### src/sv/prlm_pkg.sv
`default_nettype none

package prlm_pkg;

    // Field widths fixed by the interface.
    localparam int SAMPLE_W    = 16;
    localparam int LEVEL_W     = 7;
    localparam int FLOOR_W     = 8;
    localparam int THRESH_W    = 7;
    localparam int CFG_INDEX_W = 1;
    localparam int CFG_DATA_W  = 8;

    // Configuration register indexes.
    localparam logic [CFG_INDEX_W-1:0] CFG_FLOOR_DB        = 1'd0;
    localparam logic [CFG_INDEX_W-1:0] CFG_ALARM_THRESHOLD = 1'd1;

    // Configuration reset values (floor of -60 dB, alarm disabled).
    localparam logic [FLOOR_W-1:0]  FLOOR_RESET  = 8'hC4;
    localparam logic [THRESH_W-1:0] THRESH_RESET = 7'd0;

    // Full scale square is 2^30; log2 mantissa keeps 31 bits.
    localparam int FULL_SCALE_LOG2 = 30;
    localparam int MANT_W          = 31;

    // 10*log10(2) in Q16.
    localparam int K_FRAC = 16;
    localparam int K_W    = 18;
    localparam logic [K_W-1:0] DB_PER_LOG2_Q16 = 18'd197283;

    // Level quotient: 0..100 fits seven bits, one bit per divider step.
    localparam int QUO_W     = 7;
    localparam int QUO_CNT_W = 3;

    // Log unit phases.
    typedef enum logic [1:0] {
        LOG_IDLE,
        LOG_NORM,
        LOG_SQUARE,
        LOG_DONE
    } log_phase_t;

    // Controller states.
    typedef enum logic [3:0] {
        S_IDLE,
        S_CHECK,
        S_LOG_SUM,
        S_LOG_TALLY,
        S_ATT,
        S_NUM,
        S_DIV_LOAD,
        S_DIV,
        S_PEAK,
        S_EMIT
    } ctrl_state_t;

    // Commands from the controller to the datapath.
    typedef struct packed {
        logic accept;
        logic log_start_sum;
        logic log_start_tally;
        logic latch_ls;
        logic latch_a;
        logic calc_att;
        logic calc_num;
        logic load_div;
        logic div_step;
        logic set_zero;
        logic peak_update;
        logic emit;
    } dp_cmd_t;

    // Status from the datapath to the controller.
    typedef struct packed {
        logic zero_case;
        logic log_done;
        logic att_ge_full;
        logic div_last;
        logic out_free;
    } dp_status_t;

endpackage

`default_nettype wire

### src/sv/prlm_log2.sv
`default_nettype none

module prlm_log2 #(
    parameter int IN_W   = 47,
    parameter int FRAC_W = 8,
    localparam int EXP_W = $clog2(IN_W),
    localparam int RES_W = EXP_W + FRAC_W
) (
    input  logic             clk,
    input  logic             rst_n,
    input  logic             start,
    input  logic [IN_W-1:0]  x,
    output logic             done,
    output logic [RES_W-1:0] result
);
    import prlm_pkg::*;

    localparam int ITER_W = $clog2(FRAC_W);

    log_phase_t          phase_reg, phase_next;
    logic [IN_W-1:0]     word_reg;
    logic [EXP_W-1:0]    shift_reg;
    logic [MANT_W-1:0]   y_reg;
    logic [RES_W-1:0]    r_reg;
    logic [ITER_W-1:0]   iter_reg;

    logic                load;
    logic                top8_zero;
    logic                msb_set;
    logic                last_iter;
    logic [2*MANT_W-1:0] prod;
    logic [MANT_W:0]     sq;
    logic [MANT_W-1:0]   y_sq;

    assign top8_zero = (word_reg[IN_W-1 -: 8] == 8'd0);
    assign msb_set   = word_reg[IN_W-1];
    assign last_iter = (iter_reg == ITER_W'(FRAC_W - 1));

    // One squaring per cycle refines one fraction bit.
    assign prod = (2*MANT_W)'(y_reg) * (2*MANT_W)'(y_reg);
    assign sq   = prod[2*MANT_W-1 -: MANT_W+1];
    assign y_sq = sq[MANT_W] ? sq[MANT_W:1] : sq[MANT_W-1:0];

    // Next phase.
    always_comb
    begin
        phase_next = phase_reg;
        case (phase_reg)
            LOG_IDLE:   if (start) phase_next = LOG_NORM;
            LOG_NORM:   if (msb_set) phase_next = LOG_SQUARE;
            LOG_SQUARE: if (last_iter) phase_next = LOG_DONE;
            LOG_DONE:   phase_next = start ? LOG_NORM : LOG_IDLE;
            default:    phase_next = LOG_IDLE;
        endcase
    end

    // Phase outputs.
    always_comb
    begin
        done = 1'b0;
        load = 1'b0;
        case (phase_reg)
            LOG_IDLE: load = start;
            LOG_DONE:
            begin
                done = 1'b1;
                load = start;
            end
            default:
            begin
                done = 1'b0;
                load = 1'b0;
            end
        endcase
    end

    // Control registers.
    always_ff @(posedge clk or negedge rst_n)
    begin
        if (!rst_n)
        begin
            phase_reg <= LOG_IDLE;
            shift_reg <= '0;
            iter_reg  <= '0;
        end
        else
        begin
            phase_reg <= phase_next;
            if (load)
            begin
                shift_reg <= '0;
            end
            else if (phase_reg == LOG_NORM)
            begin
                if (top8_zero)
                    shift_reg <= shift_reg + EXP_W'(8);
                else if (!msb_set)
                    shift_reg <= shift_reg + EXP_W'(1);
                iter_reg <= '0;
            end
            else if (phase_reg == LOG_SQUARE)
            begin
                iter_reg <= iter_reg + ITER_W'(1);
            end
        end
    end

    // Normalization moves the leading one to the top; squaring builds the fraction.
    always_ff @(posedge clk)
    begin
        if (load)
        begin
            word_reg <= x;
        end
        else if (phase_reg == LOG_NORM)
        begin
            if (top8_zero)
                word_reg <= word_reg << 8;
            else if (!msb_set)
                word_reg <= word_reg << 1;
            else
            begin
                y_reg <= word_reg[IN_W-1 -: MANT_W];
                r_reg <= RES_W'(EXP_W'(IN_W - 1) - shift_reg);
            end
        end
        else if (phase_reg == LOG_SQUARE)
        begin
            y_reg <= y_sq;
            r_reg <= {r_reg[RES_W-2:0], sq[MANT_W]};
        end
    end

    assign result = r_reg;

endmodule

`default_nettype wire

### src/sv/prlm_ctrl.sv
`default_nettype none

module prlm_ctrl (
    input  logic                 clk,
    input  logic                 rst_n,
    input  logic                 in_valid,
    input  logic                 frame_last,
    input  logic                 packet_last,
    input  prlm_pkg::dp_status_t status,
    output logic                 in_stall,
    output prlm_pkg::dp_cmd_t    cmd
);
    import prlm_pkg::*;

    ctrl_state_t state_reg, state_next;
    logic        pkt_reg, pkt_next;
    logic        accept;

    assign in_stall = (state_reg != S_IDLE);
    assign accept   = in_valid && (state_reg == S_IDLE);

    // Remember whether the accepted transaction closes a packet.
    assign pkt_next = accept ? packet_last : pkt_reg;

    // Next state.
    always_comb
    begin
        state_next = state_reg;
        case (state_reg)
            S_IDLE:
            begin
                if (accept && frame_last)
                    state_next = S_CHECK;
                else if (accept && packet_last)
                    state_next = S_EMIT;
            end
            S_CHECK:     state_next = status.zero_case ? S_PEAK : S_LOG_SUM;
            S_LOG_SUM:   if (status.log_done) state_next = S_LOG_TALLY;
            S_LOG_TALLY: if (status.log_done) state_next = S_ATT;
            S_ATT:       state_next = S_NUM;
            S_NUM:       state_next = status.att_ge_full ? S_PEAK : S_DIV_LOAD;
            S_DIV_LOAD:  state_next = S_DIV;
            S_DIV:       if (status.div_last) state_next = S_PEAK;
            S_PEAK:      state_next = pkt_reg ? S_EMIT : S_IDLE;
            S_EMIT:      if (status.out_free) state_next = S_IDLE;
            default:     state_next = S_IDLE;
        endcase
    end

    // Datapath commands.
    always_comb
    begin
        cmd = '0;
        case (state_reg)
            S_IDLE: cmd.accept = accept;
            S_CHECK:
            begin
                cmd.set_zero      = status.zero_case;
                cmd.log_start_sum = !status.zero_case;
            end
            S_LOG_SUM:
            begin
                cmd.latch_ls        = status.log_done;
                cmd.log_start_tally = status.log_done;
            end
            S_LOG_TALLY: cmd.latch_a = status.log_done;
            S_ATT:       cmd.calc_att = 1'b1;
            S_NUM:
            begin
                cmd.set_zero = status.att_ge_full;
                cmd.calc_num = !status.att_ge_full;
            end
            S_DIV_LOAD:  cmd.load_div = 1'b1;
            S_DIV:       cmd.div_step = 1'b1;
            S_PEAK:      cmd.peak_update = 1'b1;
            S_EMIT:      cmd.emit = status.out_free;
            default:     cmd = '0;
        endcase
    end

    always_ff @(posedge clk or negedge rst_n)
    begin
        if (!rst_n)
        begin
            state_reg <= S_IDLE;
            pkt_reg   <= 1'b0;
        end
        else
        begin
            state_reg <= state_next;
            pkt_reg   <= pkt_next;
        end
    end

endmodule

`default_nettype wire

### src/sv/prlm_dp.sv
`default_nettype none

module prlm_dp #(
    parameter int MAX_FRAME_SAMPLES = 65536,
    parameter int LOG_FRAC_BITS     = 8
) (
    input  logic                                  clk,
    input  logic                                  rst_n,
    input  prlm_pkg::dp_cmd_t                     cmd,
    output prlm_pkg::dp_status_t                  status,
    input  logic                                  cfg_we,
    input  logic [prlm_pkg::CFG_INDEX_W-1:0]      cfg_index,
    input  logic [prlm_pkg::CFG_DATA_W-1:0]       cfg_data,
    input  logic signed [prlm_pkg::SAMPLE_W-1:0]  sample,
    input  logic                                  sample_valid,
    input  logic                                  out_stall,
    output logic                                  out_valid,
    output logic [prlm_pkg::LEVEL_W-1:0]          level,
    output logic                                  alarm,
    output logic                                  fresh
);
    import prlm_pkg::*;

    localparam int TALLY_W = $clog2(MAX_FRAME_SAMPLES + 1);
    localparam int SUM_W   = FULL_SCALE_LOG2 + TALLY_W;
    localparam int EXP_W   = $clog2(SUM_W);
    localparam int LOG_W   = EXP_W + LOG_FRAC_BITS;
    localparam int D_W     = LOG_W + 2;
    localparam int A_W     = LOG_W + 1;
    localparam int ATT_W   = A_W + K_W;
    localparam int FULL_W  = FLOOR_W + LOG_FRAC_BITS + K_FRAC;
    localparam int CMP_W   = (ATT_W > FULL_W) ? ATT_W : FULL_W;
    localparam int DIV_W   = FULL_W + 8;
    localparam int SQ_W    = 2 * SAMPLE_W;
    localparam logic [D_W-1:0] LOG_OFFSET = D_W'(FULL_SCALE_LOG2) << LOG_FRAC_BITS;

    // Configuration.
    logic [FLOOR_W-1:0]  floor_reg;
    logic [THRESH_W-1:0] thresh_reg;

    // Frame and packet state.
    logic [SUM_W-1:0]   sum_reg;
    logic [TALLY_W-1:0] tally_reg;
    logic [LEVEL_W-1:0] peak_reg;
    logic               peak_valid_reg;
    logic [LEVEL_W-1:0] held_reg;

    // Frame level working registers.
    logic [LOG_W-1:0]     ls_reg;
    logic [A_W-1:0]       a_reg;
    logic [ATT_W-1:0]     att_reg;
    logic [FULL_W-1:0]    num_reg;
    logic [DIV_W-1:0]     rem_reg;
    logic [QUO_W-1:0]     quo_reg;
    logic [QUO_CNT_W-1:0] div_cnt_reg;

    // Result register.
    logic               out_valid_reg;
    logic [LEVEL_W-1:0] level_reg;
    logic               alarm_reg;
    logic               fresh_reg;

    logic signed [SQ_W-1:0] square;
    logic                   tally_open;
    logic [SUM_W-1:0]       log_x;
    logic                   log_start;
    logic                   log_done;
    logic [LOG_W-1:0]       log_res;
    logic signed [D_W-1:0]  diff;
    logic [D_W-1:0]         diff_neg;
    logic [A_W-1:0]         a_next;
    logic [FLOOR_W-1:0]     floor_mag;
    logic [FULL_W-1:0]      full;
    logic [CMP_W-1:0]       num_wide;
    logic [DIV_W-1:0]       num_ext;
    logic [DIV_W-1:0]       div_sub;
    logic                   rem_ge;
    logic [LEVEL_W-1:0]     emit_level;
    logic                   out_free;

    // Shared log2 unit, used first for the sum and then for the count.
    assign log_start = cmd.log_start_sum || cmd.log_start_tally;
    assign log_x     = cmd.log_start_tally ? SUM_W'(tally_reg) : sum_reg;

    prlm_log2 #(
        .IN_W   (SUM_W),
        .FRAC_W (LOG_FRAC_BITS)
    ) u_log2 (
        .clk    (clk),
        .rst_n  (rst_n),
        .start  (log_start),
        .x      (log_x),
        .done   (log_done),
        .result (log_res)
    );

    assign square     = sample * sample;
    assign tally_open = (tally_reg < TALLY_W'(MAX_FRAME_SAMPLES));

    // Attenuation below full scale in log2 units, clamped at zero.
    assign diff     = $signed(D_W'(ls_reg) - D_W'(log_res) - LOG_OFFSET);
    assign diff_neg = D_W'(0) - D_W'(diff);
    assign a_next   = diff[D_W-1] ? diff_neg[A_W-1:0] : '0;

    // Span from the floor up to full scale, scaled to the attenuation's units.
    assign floor_mag = FLOOR_W'(0) - floor_reg;
    assign full      = FULL_W'(floor_mag) << (LOG_FRAC_BITS + K_FRAC);
    assign num_wide  = CMP_W'(full) - CMP_W'(att_reg);
    assign num_ext   = DIV_W'(num_reg);

    // Restoring division by twice the span, one quotient bit per cycle.
    assign div_sub = (DIV_W'(full) << 1) << div_cnt_reg;
    assign rem_ge  = (rem_reg >= div_sub);

    assign emit_level = peak_valid_reg ? peak_reg : held_reg;
    assign out_free   = !out_valid_reg || !out_stall;

    // Status back to the controller.
    assign status.zero_case   = (tally_reg == '0) || (sum_reg == '0) || !floor_reg[FLOOR_W-1];
    assign status.log_done    = log_done;
    assign status.att_ge_full = (CMP_W'(att_reg) >= CMP_W'(full));
    assign status.div_last    = (div_cnt_reg == '0);
    assign status.out_free    = out_free;

    // Configuration writes, accumulation and packet state.
    always_ff @(posedge clk or negedge rst_n)
    begin
        if (!rst_n)
        begin
            floor_reg      <= FLOOR_RESET;
            thresh_reg     <= THRESH_RESET;
            sum_reg        <= '0;
            tally_reg      <= '0;
            peak_reg       <= '0;
            peak_valid_reg <= 1'b0;
            held_reg       <= '0;
            out_valid_reg  <= 1'b0;
            div_cnt_reg    <= '0;
        end
        else
        begin
            if (cfg_we)
            begin
                case (cfg_index)
                    CFG_FLOOR_DB:        floor_reg  <= cfg_data[FLOOR_W-1:0];
                    CFG_ALARM_THRESHOLD: thresh_reg <= cfg_data[THRESH_W-1:0];
                    default:             floor_reg  <= floor_reg;
                endcase
            end

            if (cmd.accept && sample_valid && tally_open)
            begin
                sum_reg   <= sum_reg + SUM_W'(square[FULL_SCALE_LOG2:0]);
                tally_reg <= tally_reg + TALLY_W'(1);
            end
            else if (cmd.peak_update)
            begin
                sum_reg   <= '0;
                tally_reg <= '0;
            end

            if (cmd.peak_update)
            begin
                if (!peak_valid_reg || (quo_reg > peak_reg))
                    peak_reg <= quo_reg;
                peak_valid_reg <= 1'b1;
            end
            else if (cmd.emit)
            begin
                if (peak_valid_reg)
                    held_reg <= peak_reg;
                peak_valid_reg <= 1'b0;
            end

            if (cmd.load_div)
                div_cnt_reg <= QUO_CNT_W'(QUO_W - 1);
            else if (cmd.div_step)
                div_cnt_reg <= div_cnt_reg - QUO_CNT_W'(1);

            if (cmd.emit)
                out_valid_reg <= 1'b1;
            else if (!out_stall)
                out_valid_reg <= 1'b0;
        end
    end

    // Frame level arithmetic and result payload.
    always_ff @(posedge clk)
    begin
        if (cmd.latch_ls)
            ls_reg <= log_res;
        if (cmd.latch_a)
            a_reg <= a_next;
        if (cmd.calc_att)
            att_reg <= ATT_W'(a_reg) * ATT_W'(DB_PER_LOG2_Q16);
        if (cmd.calc_num)
            num_reg <= num_wide[FULL_W-1:0];

        // 200 * num + span: numerator of the rounded quotient.
        if (cmd.load_div)
        begin
            rem_reg <= (num_ext << 7) + (num_ext << 6) + (num_ext << 3) + DIV_W'(full);
            quo_reg <= '0;
        end
        else if (cmd.div_step)
        begin
            if (rem_ge)
            begin
                rem_reg              <= rem_reg - div_sub;
                quo_reg[div_cnt_reg] <= 1'b1;
            end
        end
        else if (cmd.set_zero)
        begin
            quo_reg <= '0;
        end

        if (cmd.emit)
        begin
            level_reg <= emit_level;
            fresh_reg <= peak_valid_reg;
            alarm_reg <= (thresh_reg != '0) && (emit_level >= thresh_reg);
        end
    end

    assign out_valid = out_valid_reg;
    assign level     = level_reg;
    assign alarm     = alarm_reg;
    assign fresh     = fresh_reg;

endmodule

`default_nettype wire

### src/sv/pcm_rms_level_meter_top.sv
// A packet end without a frame end goes to the emit state; its result is registered once the
// output register is free. A frame end stalls input for a zero check, two log2 passes (shifts
// of 8 or 1, then one squaring per fraction bit), attenuation, numerator, division and a peak
// update; a zero case skips to the peak update. Throughput: one transaction per cycle between
// ends; a packet end stalls until its result is registered; it waits there as input resumes.
// Reset: asynchronous, active-low rst_n clears sums, counts and levels; registers go to defaults.
`default_nettype none

module pcm_rms_level_meter_top #(
    parameter int MAX_FRAME_SAMPLES = 65536,
    parameter int LOG_FRAC_BITS     = 8
) (
    input  logic                                  clk,
    input  logic                                  rst_n,
    input  logic                                  in_valid,
    output logic                                  in_stall,
    input  logic signed [prlm_pkg::SAMPLE_W-1:0]  sample,
    input  logic                                  sample_valid,
    input  logic                                  frame_last,
    input  logic                                  packet_last,
    output logic                                  out_valid,
    input  logic                                  out_stall,
    output logic [prlm_pkg::LEVEL_W-1:0]          level,
    output logic                                  alarm,
    output logic                                  fresh,
    input  logic                                  cfg_we,
    input  logic [prlm_pkg::CFG_INDEX_W-1:0]      cfg_index,
    input  logic [prlm_pkg::CFG_DATA_W-1:0]       cfg_data
);
    import prlm_pkg::*;

    dp_cmd_t    cmd;
    dp_status_t status;

    prlm_ctrl u_ctrl (
        .clk         (clk),
        .rst_n       (rst_n),
        .in_valid    (in_valid),
        .frame_last  (frame_last),
        .packet_last (packet_last),
        .status      (status),
        .in_stall    (in_stall),
        .cmd         (cmd)
    );

    prlm_dp #(
        .MAX_FRAME_SAMPLES (MAX_FRAME_SAMPLES),
        .LOG_FRAC_BITS     (LOG_FRAC_BITS)
    ) u_dp (
        .clk          (clk),
        .rst_n        (rst_n),
        .cmd          (cmd),
        .status       (status),
        .cfg_we       (cfg_we),
        .cfg_index    (cfg_index),
        .cfg_data     (cfg_data),
        .sample       (sample),
        .sample_valid (sample_valid),
        .out_stall    (out_stall),
        .out_valid    (out_valid),
        .level        (level),
        .alarm        (alarm),
        .fresh        (fresh)
    );

`ifndef ASSERT_OFF
    // A delivered level never exceeds the top of the scale.
    a_level_range: assert property (@(posedge clk) disable iff (!rst_n)
        out_valid |-> level <= 7'd100)
        else $error("level above 100");

    // An alarm needs a nonzero level, since a zero threshold disables it.
    a_alarm_level: assert property (@(posedge clk) disable iff (!rst_n)
        out_valid && alarm |-> level != 7'd0)
        else $error("alarm with zero level");

    // A frame end starts the level computation, so input stalls next cycle.
    a_frame_busy: assert property (@(posedge clk) disable iff (!rst_n)
        in_valid && !in_stall && frame_last |=> in_stall)
        else $error("no stall after frame end");

    // A plain sample transaction never stalls the following one.
    a_plain_fast: assert property (@(posedge clk) disable iff (!rst_n)
        in_valid && !in_stall && !frame_last && !packet_last |=> !in_stall)
        else $error("stall after plain sample");
`endif

endmodule

`default_nettype wire

### config.mk
export PLATFORM = sky130hd
export DESIGN_NAME = pcm_rms_level_meter_top
export DESIGN_NICKNAME = d
export VERILOG_FILES = /design/src/sv/prlm_pkg.sv /design/src/sv/prlm_log2.sv /design/src/sv/prlm_ctrl.sv /design/src/sv/prlm_dp.sv /design/src/sv/pcm_rms_level_meter_top.sv
export SDC_FILE = /design/constraint.sdc
export NUM_CORES = 2
export LEC_CHECK = 0
export BUFFER_PORTS_ARGS = -buffer_cell sky130_fd_sc_hd__buf_2
export CORE_ASPECT_RATIO = 1.1
export CORE_MARGIN = 2
export CORE_UTILIZATION = 45
export DETAILED_ROUTE_END_ITERATION = 10
export REMOVE_ABC_BUFFERS = 1
export SYNTH_ARGS = -nofsm -noshare
export SYNTH_HDL_FRONTEND = slang
export SYNTH_HIERARCHICAL = 1
export SYNTH_SLANG_ARGS = --single-unit
### constraint.sdc
create_clock -name clk -period 10.1 [get_ports clk]
set_clock_uncertainty 0.1 [all_clocks]
set_input_delay 2.02 -clock clk [delete_from_list [all_inputs] [get_ports clk]]
set_output_delay 2.02 -clock clk [all_outputs]
set_load 0.01 [all_outputs]
==> impl_results.md <==
- CTS tree: done
- Layout area overhead: 6.490%
- Clk root buf: clkbuf_16
- Layout fillers: 12780
- Post-synth ARST share: 34.44%
- Die Y: 390.4 µm
- Largest net degree at the start of global routing: 93
- DR vias: 42300
- Die area: 138700 µm²
- Mux contribution to synthesized area: 1.510%
- Initial core utilization: 45.43%
- First-pass GRT wire length: 240.9 mm
- Share of layout cells above drive strength 1: 5.862%
- H-tree Lvls: 2
- Synth Area in Simple Gates: 12.36%
- Die Wd: 355.3 µm
- Clock latency on the worst-skew pair: 0.60 ns
- First-iteration detailed-routing DRC count: 2110
- Detail Route Antenna Nets: 0
- Final Hold Vio Count: 0
- Port Buffer Count: 43
- Hold WC Path Type: register to register
- CP Capture Type: register
- # DRC: 0
- Final WL: 144.9 mm
- Total of max-cap violations: 0
- RSZ-0062 raised after global routing: no
- Crit share post-route: 92.60%
- FMAX: 106.9 MHz
- Synth Cell Area: 61080 µm²
- Synth Register Bits: 331
- Synth Warn #: 6
- Peak per-stage delay on the critical path: 0.52 ns
- Rows: 141
- Post-synth EDFFs: 210
- Post-synthesis cell type count: 117
- WS Path Type: input port to register
- Top cells by area, synth: fa_1 35%, ha_1 14%, edfxtp_1 10%
- Hpwl dp: 121.9 mm
- Tot GR Track Use: 21.66%
- Gr ovfl total: 0
- Critical Path AT: 9.73 ns
- Vias in the first global route: 45410
- Area leader, netlist: fa_1
- Share of the synthesized area in the top cell type: 34.55%
- Setup_tns: 0 ns
- Post-Synth Adder-Cell Area: 48.09%
- Post-synthesis cell count: 6405
- Post-route core utilization: 48.38%
- Compound-Gate Fraction of Synth Area: 8.807%
- Crit-path slowest cell: fa_1
- Ports: 44
- Average vias per placed instance: 5.153
- Final Critical Period: 9.353 ns
- CORE AREA: 134400 µm²
- Clock sink total: 331
- Clk buf depth: 3
- Status: complete, no violations
- Final nets: 8131
- GP Congestion: 0.8867
- Largest family of logic cells by synthesized area: adder cells
- Post-CTS setup buffer count: 0
- WHS: 0.3674 ns
- CTS-repair resized insts: 0
- Max-slew violations: 0
- Crit-path max FO: 12
- DR pass1 iterations: 6
- Initial antenna violation count: 7
- Endpoints failing setup: 0
- Post-CTS Hold Buffers: 0
- Syn avg cell area: 9.536 µm²
- Worst Tran Pin Value: 1.197 ns
- Most used DFF post-synth: edfxtp_1
- Xor/xnor share of the synthesized area: 3.546%
- Normalized max-slew margin: 20.22%
- Sequential fraction of the synthesis area: 15.23%
- Clock Pin Slew Worst Setup and Hold Paths: 0.06 ns
- Startpoint Class: input port
- CP required: 10.47 ns
- CTS Buf Count: 40
- Avg WL per Cell: 17.66 µm
## layout make-up
cell class              count  area, µm²  area share (%)
flip-flops and latches    331       9303           14.30
well taps                1787       2236           3.438
diodes                      8      20.02         0.03078
clock buffers              58       1255           1.929
inverters                1473       5529           8.501
multi-input cells        4388      45440           69.86
repair buffers            149       1051           1.616
clock inverters            15      210.2          0.3232
## worst paths after layout
kind | startpoint | slack (ns) | to | cells after the start
worst max register to register | u_dp/u_log2/y_reg[13] | 0.78 | u_dp/u_log2/y_reg[16] | 26
worst min register to register | u_dp/u_log2/result[13] | 0.37 | u_dp/ls_reg[13] | 0
min in group asynchronous | rst_n | 1.42 | u_dp/sum_reg[3] | 1
max in group asynchronous | rst_n | 7.19 | u_dp/thresh_reg[6] | 2
worst min-delay path | u_dp/u_log2/result[13] | 0.37 | u_dp/ls_reg[13] | 0
worst max-delay path | sample[1] | 0.75 | u_dp/sum_reg[44] | 33
## layer usage
| layer | part of all wire (%) | routed length (µm) | vias up | GRT usage, % |
|---|---|---|---|---|
| met5 | 0.0090 | 13 | - | 0 |
| met4 | 2.2 | 3248 | 2 | 4.569 |
| met3 | 3.9 | 5683 | 164 | 1.741 |
| met2 | 49 | 71470 | 790 | 37.98 |
| met1 | 45 | 64530 | 21180 | 29.29 |
| li1 | - | - | 20160 | - |
## Yosys cell counts, types with 14 or more instances
cell,number
inv_1,1469
fa_1,1054
ha_1,661
nand2_1,605
and2_1,230
a21oi_1,229
nor2_1,216
edfxtp_1,210
o21ai_0,200
clkbuf_1,191
xnor2_1,158
dfrtp_1,111
a21o_1,95
xor2_1,78
nand3_1,75
nor2b_1,69
nor3_1,58
mux2_2,56
nand3b_1,37
nor3b_1,37
nand4_1,36
o21bai_1,34
and3_1,32
nand2b_1,29
mux2i_1,28
nor4_1,27
a31oi_1,25
o21a_1,23
a211oi_1,20
or2_2,20
o211ai_1,19
o21ai_1,17
o31ai_1,15
a31o_2,14
or3_1,14
## cells by family after synthesis
family	count (synthesis)
XOR/XNOR	241
adder cells (fa/ha/maj)	1715
flip-flops	331
buffers and inverters	1686
multiplexers	85
AND/OR/NAND/NOR	1522
AO/OA/AOI/OAI	825
## cell usage in the layout, fill, tap and decap left out, types with 74 or more instances in the layout
master    Yosys  layout
buf_4         3     104
xnor2_1     158     158
fa_1       1054    1054
dfrtp_1     111     111
inv_1      1469    1469
edfxtp_1    210     210
nand3_1      75      74
nand2_1     605     605
ha_1        661     660
nor2_1      216     215
o21ai_0     200     200
a21o_1       95      95
xor2_1       78      78
a21oi_1     229     229
and2_1      230     229
## per-stage QoR
stage          area (µm²)  worst slack, ns  std cells
2_1_floorplan       60220           0.9911       6192
3_3_place_gp        63560           0.2170       8128
3_5_place_dp        63560           0.2017       8128
4_1_cts             65020           0.7584       8201
5_1_grt             65020           0.2100       8202
6_report            65040           0.7473       8209
## worst max-delay path, delay by kind of cell
kind	cells	cell delay [ns]
buf+inv	7	0.70
fa+ha+maj	8	3.24
xor+xnor	1	0.09
simple gates	2	0.29
mux	1	0.19
compound gates	14	3.17
Power is not shown: default switching activity piles up to over one toggle a cycle in this logic, so the estimate is an artifact.
